`src/design/bds_pkg.sv`:
```
// Shared constants for the baud divisor search block.
// Used by the bit-serial divider and by the top level; depends on nothing else.
`default_nettype none

package bds_pkg;

    localparam int QUO_W   = 32;   // dividend, divisor and quotient width
    localparam int BAUD_W  = 22;
    localparam int GEN_W   = 16;
    localparam int DIVR_W  = 8;
    localparam int ADDR_W  = 3;
    localparam int CNT_W   = $clog2(QUO_W);

    localparam logic [DIVR_W-1:0] DIVR_FIRST = 8'd4;
    localparam logic [DIVR_W-1:0] DIVR_LAST  = 8'd254;
    localparam logic [GEN_W-1:0]  GEN_MIN    = 16'd2;
    localparam logic [QUO_W-1:0]  GEN_MAX    = 32'd65535;

    localparam logic [QUO_W-1:0]  REF_CLK_RESET = 32'd100000000;

    // Register index, taken from paddr[2].
    localparam logic REG_REF_CLK = 1'b0;

endpackage

`default_nettype wire

```
`src/design/bds_div.sv`:
```
// Restoring bit-serial divider: one quotient bit per clock, 32 steps.
// Depends on bds_pkg. A zero divisor yields an all-ones quotient.
`default_nettype none

module bds_div
    import bds_pkg::*;
(
    input  wire logic             clk,
    input  wire logic             rst_n,
    input  wire logic             start,
    input  wire logic [QUO_W-1:0] num,
    input  wire logic [QUO_W-1:0] den,
    output logic                  done,
    output logic [QUO_W-1:0]      quot
);

    logic             busy_reg, busy_next;
    logic             done_reg, done_next;
    logic [CNT_W-1:0] cnt_reg, cnt_next;
    logic [QUO_W-1:0] num_reg, num_next;
    logic [QUO_W-1:0] den_reg, den_next;
    logic [QUO_W-1:0] rem_reg, rem_next;
    logic [QUO_W-1:0] quot_reg, quot_next;
    logic [QUO_W:0]   trial;
    logic [QUO_W:0]   diff;
    logic             qbit;

    // The partial remainder always stays below the divisor, so one bit of
    // headroom in the trial value is enough.
    assign trial = {rem_reg, num_reg[QUO_W-1]};
    assign diff  = trial - {1'b0, den_reg};
    assign qbit  = (trial >= {1'b0, den_reg});

    always_comb
    begin
        busy_next = busy_reg;
        done_next = 1'b0;
        cnt_next  = cnt_reg;
        num_next  = num_reg;
        den_next  = den_reg;
        rem_next  = rem_reg;
        quot_next = quot_reg;
        if (start)
        begin
            busy_next = 1'b1;
            cnt_next  = '0;
            num_next  = num;
            den_next  = den;
            rem_next  = '0;
        end
        else if (busy_reg)
        begin
            num_next  = {num_reg[QUO_W-2:0], 1'b0};
            rem_next  = qbit ? diff[QUO_W-1:0] : trial[QUO_W-1:0];
            quot_next = {quot_reg[QUO_W-2:0], qbit};
            cnt_next  = cnt_reg + 1'b1;
            if (cnt_reg == CNT_W'(QUO_W - 1))
            begin
                busy_next = 1'b0;
                done_next = 1'b1;
            end
        end
    end

    always_ff @(posedge clk or negedge rst_n)
    begin
        if (!rst_n)
        begin
            busy_reg <= 1'b0;
            done_reg <= 1'b0;
            cnt_reg  <= '0;
        end
        else
        begin
            busy_reg <= busy_next;
            done_reg <= done_next;
            cnt_reg  <= cnt_next;
        end
    end

    always_ff @(posedge clk)
    begin
        num_reg  <= num_next;
        den_reg  <= den_next;
        rem_reg  <= rem_next;
        quot_reg <= quot_next;
    end

    assign done = done_reg;
    assign quot = quot_reg;

endmodule

`default_nettype wire

```
`src/design/baud_divisor_search_unit.sv`:
```
// Top level of the baud divisor search: APB register, sequencer and compare.
// Depends on bds_pkg and the bit-serial divider bds_div.
`default_nettype none

// Each word on target_baud is searched over dividers 4 to 254 and yields one
// word with the generator and divider that give the smallest baud error
// (generator 2, divider 4 when nothing beats the target itself). A divider
// value whose generator is in range takes two passes through the single
// bit-serial divider, each a start state followed by a wait state (S_START1
// and S_DIV1, then S_START2 and S_DIV2), and then the compare state S_CMP. A
// candidate whose generator is out of range skips the second pass and the
// compare. After the last divider S_DONE loads the result once the output
// register is free or draining. A finished result waits in that output
// register, so the next word is taken while it is still pending.
// ref_clock_hz sits at byte address 0 and should be written only
// while the block is idle.

module baud_divisor_search_unit
    import bds_pkg::*;
(
    input  wire logic              clk,
    input  wire logic              rst_n,
    input  wire logic              psel,
    input  wire logic              penable,
    input  wire logic              pwrite,
    input  wire logic [ADDR_W-1:0] paddr,
    input  wire logic [31:0]       pwdata,
    output logic      [31:0]       prdata,
    output logic                   pready,
    input  wire logic              in_valid,
    output logic                   in_ready,
    input  wire logic [BAUD_W-1:0] target_baud,
    output logic                   out_valid,
    input  wire logic              out_ready,
    output logic      [GEN_W-1:0]  best_generator,
    output logic      [DIVR_W-1:0] best_divider
);

    typedef enum logic [6:0] {
        S_IDLE   = 7'b0000001,
        S_START1 = 7'b0000010,
        S_DIV1   = 7'b0000100,
        S_START2 = 7'b0001000,
        S_DIV2   = 7'b0010000,
        S_CMP    = 7'b0100000,
        S_DONE   = 7'b1000000
    } state_t;

    state_t              state_reg, state_next;
    logic [QUO_W-1:0]    ref_clk_reg;
    logic [BAUD_W-1:0]   baud_reg, baud_next;
    logic [DIVR_W-1:0]   d_reg, d_next;
    logic [GEN_W-1:0]    gen_reg, gen_next;
    logic [QUO_W-1:0]    err_reg, err_next;
    logic [BAUD_W-1:0]   best_err_reg, best_err_next;
    logic [GEN_W-1:0]    best_gen_reg, best_gen_next;
    logic [DIVR_W-1:0]   best_d_reg, best_d_next;
    logic                out_valid_reg, out_valid_next;
    logic [GEN_W-1:0]    out_gen_reg, out_gen_next;
    logic [DIVR_W-1:0]   out_d_reg, out_d_next;

    logic [DIVR_W-1:0]   d_plus1;
    logic [29:0]         prod1;
    logic [23:0]         prod2;
    logic                div_start;
    logic [QUO_W-1:0]    div_den;
    logic                div_done;
    logic [QUO_W-1:0]    div_quot;
    logic [QUO_W-1:0]    baud_ext;
    logic                cfg_wr;

    // Configuration register.
    assign cfg_wr = psel && penable && pwrite && pready;
    assign pready = 1'b1;
    assign prdata = (paddr[2] == REG_REF_CLK) ? ref_clk_reg : '0;

    always_ff @(posedge clk or negedge rst_n)
    begin
        if (!rst_n)
        begin
            ref_clk_reg <= REF_CLK_RESET;
        end
        else if (cfg_wr && paddr[2] == REG_REF_CLK)
        begin
            ref_clk_reg <= pwdata;
        end
    end

    // Both products fit without wrapping: 22x8 and 16x8 bits.
    assign d_plus1   = d_reg + 1'b1;
    assign prod1     = 30'(baud_reg) * 30'(d_plus1);
    assign prod2     = 24'(gen_reg) * 24'(d_plus1);
    assign div_start = (state_reg == S_START1) || (state_reg == S_START2);
    assign div_den   = (state_reg == S_START1) ? QUO_W'(prod1) : QUO_W'(prod2);
    assign baud_ext  = QUO_W'(baud_reg);

    bds_div u_div (
        .clk   (clk),
        .rst_n (rst_n),
        .start (div_start),
        .num   (ref_clk_reg),
        .den   (div_den),
        .done  (div_done),
        .quot  (div_quot)
    );

    always_comb
    begin
        state_next     = state_reg;
        baud_next      = baud_reg;
        d_next         = d_reg;
        gen_next       = gen_reg;
        err_next       = err_reg;
        best_err_next  = best_err_reg;
        best_gen_next  = best_gen_reg;
        best_d_next    = best_d_reg;
        out_valid_next = out_valid_reg;
        out_gen_next   = out_gen_reg;
        out_d_next     = out_d_reg;

        if (out_valid_reg && out_ready)
        begin
            out_valid_next = 1'b0;
        end

        case (state_reg)
            S_IDLE:
            begin
                if (in_valid)
                begin
                    baud_next     = target_baud;
                    best_err_next = target_baud;
                    best_gen_next = GEN_MIN;
                    best_d_next   = DIVR_FIRST;
                    d_next        = DIVR_FIRST;
                    state_next    = S_START1;
                end
            end
            S_START1:
            begin
                state_next = S_DIV1;
            end
            S_DIV1:
            begin
                if (div_done)
                begin
                    gen_next = div_quot[GEN_W-1:0];
                    if (div_quot < QUO_W'(GEN_MIN) || div_quot > GEN_MAX)
                    begin
                        // Generator out of range: move on to the next divider, or finish after the last.
                        if (d_reg == DIVR_LAST)
                        begin
                            state_next = S_DONE;
                        end
                        else
                        begin
                            d_next     = d_plus1;
                            state_next = S_START1;
                        end
                    end
                    else
                    begin
                        state_next = S_START2;
                    end
                end
            end
            S_START2:
            begin
                state_next = S_DIV2;
            end
            S_DIV2:
            begin
                if (div_done)
                begin
                    err_next   = (div_quot > baud_ext) ? (div_quot - baud_ext)
                                                       : (baud_ext - div_quot);
                    state_next = S_CMP;
                end
            end
            S_CMP:
            begin
                if (err_reg < QUO_W'(best_err_reg))
                begin
                    best_err_next = err_reg[BAUD_W-1:0];
                    best_gen_next = gen_reg;
                    best_d_next   = d_reg;
                end
                if (d_reg == DIVR_LAST)
                begin
                    state_next = S_DONE;
                end
                else
                begin
                    d_next     = d_plus1;
                    state_next = S_START1;
                end
            end
            S_DONE:
            begin
                if (!out_valid_reg || out_ready)
                begin
                    out_valid_next = 1'b1;
                    out_gen_next   = best_gen_reg;
                    out_d_next     = best_d_reg;
                    state_next     = S_IDLE;
                end
            end
            default:
            begin
                state_next = S_IDLE;
            end
        endcase
    end

    always_ff @(posedge clk or negedge rst_n)
    begin
        if (!rst_n)
        begin
            state_reg     <= S_IDLE;
            out_valid_reg <= 1'b0;
        end
        else
        begin
            state_reg     <= state_next;
            out_valid_reg <= out_valid_next;
        end
    end

    always_ff @(posedge clk)
    begin
        baud_reg     <= baud_next;
        d_reg        <= d_next;
        gen_reg      <= gen_next;
        err_reg      <= err_next;
        best_err_reg <= best_err_next;
        best_gen_reg <= best_gen_next;
        best_d_reg   <= best_d_next;
        out_gen_reg  <= out_gen_next;
        out_d_reg    <= out_d_next;
    end

    assign in_ready       = (state_reg == S_IDLE);
    assign out_valid      = out_valid_reg;
    assign best_generator = out_gen_reg;
    assign best_divider   = out_d_reg;

    // A new word always restarts the sweep at the first divider.
    a_sweep_start: assert property (@(posedge clk) disable iff (!rst_n)
        in_valid && in_ready |=> state_reg == S_START1 && d_reg == DIVR_FIRST)
        else $error("sweep did not restart at the first divider");

    // The divider index stays within its range during a search.
    a_d_range: assert property (@(posedge clk) disable iff (!rst_n)
        state_reg != S_IDLE |-> d_reg >= DIVR_FIRST && d_reg <= DIVR_LAST)
        else $error("divider index out of range");

    // The divider only finishes while the sequencer waits for it.
    a_done_wait: assert property (@(posedge clk) disable iff (!rst_n)
        div_done |-> state_reg == S_DIV1 || state_reg == S_DIV2)
        else $error("divider finished outside a wait state");

    // The kept generator never drops below its minimum.
    a_best_gen: assert property (@(posedge clk) disable iff (!rst_n)
        state_reg != S_IDLE |-> best_gen_reg >= GEN_MIN)
        else $error("best generator below minimum");

    // A result is only loaded into a free or draining output register.
    a_out_load: assert property (@(posedge clk) disable iff (!rst_n)
        state_reg == S_DONE && out_valid_reg && !out_ready |=> state_reg == S_DONE)
        else $error("result overwrote a pending word");

endmodule

`default_nettype wire
```
`config.mk`:
```
export PLATFORM = sky130hd
export DESIGN_NAME = baud_divisor_search_unit
export DESIGN_NICKNAME = d
export VERILOG_FILES = /design/src/design/bds_pkg.sv /design/src/design/bds_div.sv /design/src/design/baud_divisor_search_unit.sv
export SDC_FILE = /design/constraint.sdc
export NUM_CORES = 1
export LEC_CHECK = 0
export BUFFER_PORTS_ARGS = -buffer_cell sky130_fd_sc_hd__buf_2
export CAP_MARGIN = 25
export CORE_MARGIN = 10
export CORE_UTILIZATION = 58
export CTS_CLUSTER_SIZE = 40
export DETAILED_ROUTE_END_ITERATION = 10
export GPL_TIMING_DRIVEN = 1
export MAX_ROUTING_LAYER = met4
export PLACE_DENSITY = 0.79
export SYNTH_ARGS = -nofsm -noshare
export SYNTH_HDL_FRONTEND = slang
export SYNTH_SLANG_ARGS = --single-unit
export TNS_END_PERCENT = 10
```
`constraint.sdc`:
```
create_clock -name clk -period 5.9 [get_ports clk]
set_input_delay 1.18 -clock clk [delete_from_list [all_inputs] [get_ports clk]]
set_output_delay 1.18 -clock clk [all_outputs]
set_load 0.02 [all_outputs]
```
[Yosys cells after proc, flatten, opt, wreduce, memory -nomap -nowiden]
Cells that the tools add are included.
Operators by class
  add/subtract/negate cells: 5
  multiply operators: 2
  magnitude comparators: 5
  equal/unequal tests: 15
  multiplexer cells: 37
  bitwise operators: 2
  reduce and logical (&&, ||, !) cells: 19
Operator list (number)
  two-way mux 32 bit: 5
  one-hot mux 7 bit (7 select lines): 1
  two-way mux 22 bit: 2
  one-hot mux 22 bit (2 select lines): 1
  two-way mux 7 bit: 6
  two-way mux 8 bit: 5
  >= comparator 33 x 32 -> 1 bit: 1
  > comparator 32 x 16 -> 1 bit (second input constant): 1
  > comparator 32 x 22 -> 1 bit: 1
  < comparator 32 x 2 -> 1 bit (second input constant): 1
  < comparator 32 x 22 -> 1 bit: 1
  two-way mux 16 bit: 2
  one-hot mux 16 bit (2 select lines): 1
  subtractor 22 x 32 -> 32 bit: 1
  subtractor 32 x 22 -> 32 bit: 1
  subtractor 32 bit: 1
  multiplier 22 x 8 -> 30 bit: 1
  multiplier 16 x 8 -> 24 bit: 1
  two-way mux 24 bit: 1
  one-hot mux 8 bit (3 select lines): 1
  one-hot mux 8 bit (2 select lines): 1
  two-way mux 5 bit: 2
  AND reduction 2 bit: 5
  two-way mux 1 bit: 9
  other kinds (21): 33
Word-level totals
  register bits: 323
  input bits: 64
  output and inout port bits: 59
  word-level logic and storage cells: 105

[Longest topological paths before layout]
  depth in word-level cells: 5
  mapped depth: 23

[Hierarchy]
A second synthesis with hierarchy kept.
Second synthesis, totals
  cell total of the unflattened synthesis: 2681
  area, all modules: 26882.0 µm²
Modules (own cells, without submodules)
  baud_divisor_search_unit: times used 1, cells an instance 2075, area an instance 19947.9 µm², seq. area each 5461.5 µm²
  bds_div: times used 1, cells an instance 606, area an instance 6934.2 µm², seq. area each 3698.5 µm²

[Least setup slack after synthesis]
No wires, ideal clock.
  path type: register to register
  start: register d_reg[2]
  end: register u_div.den_reg[23], data pin
  setup time: 136 ps
  arrival: 5698 ps
  data required time: 5764 ps
  setup slack: 66 ps
  cell stages (with the launch flop): 21
  period minus slack after synthesis: 5834 ps
  cell sequence: edfxtp_1 > and3_1 > and3_1 > nand3_1 > xor2_1 > clkbuf_1 > nor2_1 > fa_1 > fa_1 > fa_1 > inv_1 > fa_1 > inv_1 > ha_1 > or2_2 > o221ai_1 > a31o_2 > a31oi_1 > a31o_2 > a2111o_1 > nand3_1
On the way
  longest elaborated chain between the ends: 3
  elaborated cells on any way between the ends: 4
Ends and longest elaborated chain
  start, declared: line baud_divisor_search_unit.sv:52  | logic [DIVR_W-1:0] d_reg, d_next;
  start signal, assigned: line baud_divisor_search_unit.sv:232  | d_reg <= d_next;
  adder 8 x 1 -> 8 bit (*): line baud_divisor_search_unit.sv:90  | assign d_plus1 = d_reg + 1'b1;
  multiplier 22 x 8 -> 30 bit or multiplier 16 x 8 -> 24 bit (tied branches): line baud_divisor_search_unit.sv:91, baud_divisor_search_unit.sv:92
  two-way mux 24 bit (*): line baud_divisor_search_unit.sv:94  | assign div_den = (state_reg == S_START1) ? QUO_W'(prod1) : QUO_W'(prod2);
  net div_den[23]: line baud_divisor_search_unit.sv:66  | logic [QUO_W-1:0] div_den;
  end signal, assigned: line bds_div.sv:84  | den_reg <= den_next;
  end, declared: line bds_div.sv:21  | logic [QUO_W-1:0] den_reg, den_next;
The timed path passes the listed nets; every way through them passes the cells marked *.
A chain may end at the register's enable or synchronous reset.

[Final worst setup path]
  start: register d_reg[1]
  end: register u_div.den_reg[21], data pin
The elaborated chain is that of the path after synthesis.

==> run metrics <==
HP Class register to register; period utilization 0.9796; largest net degree at the start of global routing 73; Adder-Cell Fraction of Synth Area 0.2453; syn nets roughly 3200; Final Instance Count excl. Fillers 3549; failing checks antenna violations; Initial Util 0.5878; Yosys reg bits 321; DP Area between 0.02 and 0.03 mm2; DRT antenna net count 1; status complete, but fails checks; Yosys warning count 0; Hold Path Origin best_gen_reg[9]$_SDFFCE_PN0P_; EDFF count, synth about 240; nets between 3000 and 4000; # IOs around 120; Mapped Cells 2779; synthesized area roughly 0.027 mm2; Synth Area in Compound Gates 0.1205; CTS max path bufs 3; Worst Path Max Fanout 21; clock slew at reported path FFs roughly 60 ps; vias in the first global route between 20000 and 25000; 1st-iter DRT viols approximately 1700; die height approximately 230 um; drt pass-1 iters 6; routability cong. a little under 1; share of layout cells above drive strength 1 0.1264; Worst setup SP type register; f_max about 170 MHz; first-pass GRT wire length 110000 um; DR WL/cell just under 20 um; placed cell count about 3500; Setup Skew between 20 and 25 ps; Worst-Margin Slew approximately 1000 ps; Reg-to-Reg Start d_reg[1]$_SDFFCE_PN0P_; CP Class register to register; beginning of the critical path d_reg[1]$_SDFFCE_PN0P_; sequential area share after synthesis 0.3404; vias post-DR between 20000 and 25000; root buffer selected by CTS clkbuf_16; DIE AREA between 0.05 and 0.06 mm2; unrepaired setup endpoints after global routing yes; initial antenna violation count 0; multiplexer area fraction after synthesis 0.02471; syn avg cell area ~9.6 um2; Post-synth ARST share 0.1464; PortBufs roughly 120; Core Region between 0.04 and 0.05 mm2; simple-gate share of the synthesized area 0.1691; WP data arrival roughly 6000 ps; post-layout instance area approximately 0.03 mm2; Total Wirelength 68760 um; CTS tree done; Post-Synth XOR/XNOR Area 0.03145; TritonCTS sink count 321; Residual DRC 0; CTS buffer count 37; DPL Wire Length ~50000 um; Rows 78; Vias/cell just under 6; cts hold-fix bufs 0; DIE WIDTH approximately 230 um; pins over their slew limit 0; Tmin final between 5000 and 6000 ps; FILL cells about 3500; Total GRT Usage 0.2491; Area growth syn-to-layout 12.27%; Rel. slew slack 0.3458; largest family of logic cells by synthesized area adder cells; Netlist cell types 89; latest clock arrival within the worst-skew pair 570 ps; CP Capture Type register; Data required, critical path around 6200 ps; max_cap viols 0; Fin. Hold Viols 0; # setup viols final 0; H-tree Lvls 2; ys flop type edfxtp_1; gr ovfl total 0
## final timing paths
kind,to,slack (ps),cells past startpoint
min in group asynchronous,ref_clk_reg[10]$_DFFE_PN0P_,510,1
hold reg to reg,best_generator[9]$_DFFE_PP_,420,0
setup reg to reg,u_div.den_reg[21]$_DFFE_PN_,120,20
setup / recovery,u_div.den_reg[21]$_DFFE_PN_,120,20
hold / removal,best_generator[9]$_DFFE_PP_,420,0
max in group asynchronous,ref_clk_reg[21]$_DFFE_PN1P_,4820,2
## routing by layer
layer	global-route usage	share of wire
met5	-	0
met3	0.03765	0.062
met4	0.09649	0.040
met1	0.2982	0.41
met2	0.4178	0.49
## what timing repair did
action	4_1_cts	5_1_grt
buffers inserted	3	4
gates cloned	1	1
setup endpoints to repair	2	14
pin swaps	5	15
endpoints found under the hold margin	0	0
gates resized for setup	9	38
## layout by cell type (no fill, tap or decap), types with 8 or more instances in the layout
| cell type | synthesis | routed |
|---|---|---|
| o21a_1 | 25 | 25 |
| dfrtp_1 | 34 | 34 |
| clkinv_1 | 5 | 9 |
| inv_1 | 370 | 370 |
| o21ai_0 | 83 | 81 |
| buf_4 | 4 | 65 |
| nand2_1 | 345 | 345 |
| fa_1 | 207 | 207 |
| nand2b_1 | 40 | 40 |
| a31oi_1 | 35 | 31 |
| a21o_1 | 65 | 65 |
| o21ai_1 | 9 | 10 |
| o21bai_1 | 11 | 11 |
| nor2b_1 | 59 | 58 |
| a41oi_1 | 8 | 8 |
| o211ai_1 | 13 | 13 |
| edfxtp_1 | 242 | 242 |
| and2_1 | 133 | 133 |
| mux2i_1 | 30 | 30 |
| nor3_1 | 29 | 28 |
| and3_1 | 22 | 19 |
| dfstp_2 | 13 | 13 |
| a21oi_1 | 118 | 112 |
| nand3_1 | 38 | 35 |
| mux2_2 | 32 | 32 |
| xnor2_1 | 51 | 47 |
| buf_2 | 17 | 119 |
| nor2_1 | 207 | 207 |
| a211oi_1 | 11 | 11 |
| nor4_1 | 13 | 13 |
| dfxtp_1 | 32 | 32 |
| or2_2 | 8 | 8 |
| xor2_1 | 45 | 38 |
| ha_1 | 193 | 189 |
| o31a_1 | 8 | 8 |
| buf_12 | 0 | 8 |
| nand4_1 | 20 | 20 |
| clkbuf_16 | 0 | 37 |
## logic make-up after synthesis
logic type               after synthesis
buffers and inverters                475
AND/OR/NAND/NOR                      948
XOR/XNOR                              96
AO/OA/AOI/OAI                        476
other                                  1
flip-flops                           321
adder cells (fa/ha/maj)              400
multiplexers                          62
## synthesized netlist by cell type, drive strengths merged (7+ instances only)
master,count,share of area
inv,371,0.052
nand2,345,0.048
edfxtp,242,0.27
fa,207,0.16
nor2,207,0.029
ha,193,0.090
and2,134,0.031
a21oi,119,0.022
o21ai,94,0.018
clkbuf,76,0.011
a21o,65,0.018
nor2b,60,0.014
xnor2,51,0.017
xor2,45,0.015
nand2b,40,0.0094
nand3,38,0.0071
a31oi,35,0.0082
dfrtp,34,0.032
dfxtp,32,0.024
mux2,32,0.013
mux2i,30,0.011
nor3,29,0.0054
o21a,25,0.0070
buf,23,0.0049
and3,22,0.0051
nand4,20,0.0047
nor4,14,0.0035
a211oi,13,0.0040
dfstp,13,0.013
o211ai,13,0.0037
o21bai,12,0.0035
a31o,10,0.0033
or2,10,0.0023
a41oi,8,0.0026
o31a,8,0.0026
o31ai,8,0.0024
or3,7,0.0016
## layout make-up
class / instances / area [um2] / share of cell area
Multi-Input combinational cell: 1983 / 16110 / 0.5369
Sequential cell: 321 / 9100 / 0.3032
Inverter: 376 / 1411 / 0.04702
Timing Repair Buffer: 198 / 1361 / 0.04536
Clock buffer: 43 / 958.4 / 0.03193
Tap cell: 600 / 750.7 / 0.02501
Clock inverter: 23 / 306.5 / 0.01021
Antenna cell: 5 / 12.51 / 0.0004169
## stage by stage
stage               setup TNS, ps  hold WS [ps]  setup slack, ps    util
floorplan                       0         400.3            65.67       -
detailed placement         -116.1         404.5           -111.2  0.6226
CTS                             0         417.9            33.27  0.6528
finish                          0         418.2            120.2  0.6600
global placement                0         403.1            88.94  0.6220
global route               -530.6         425.7           -77.76  0.6597
## worst max-delay path, cell delays in order, from the launching register on
cell and delay (ps):
edfxtp_1 440, buf_4 200, and3_2 240, xor2_2 220
buf_12 220, and2_1 170, fa_1 430, fa_1 480
fa_1 550, inv_1 60, fa_1 530, inv_1 40
ha_1 300, or2_2 290, a21oi_2 150, a21oi_2 60
a211o_1 350, a31o_4 270, a31oi_4 150, xor2_2 230
mux2i_1 100
Power is not shown: default switching activity piles up to over one toggle a cycle in this logic, so the estimate is an artifact.
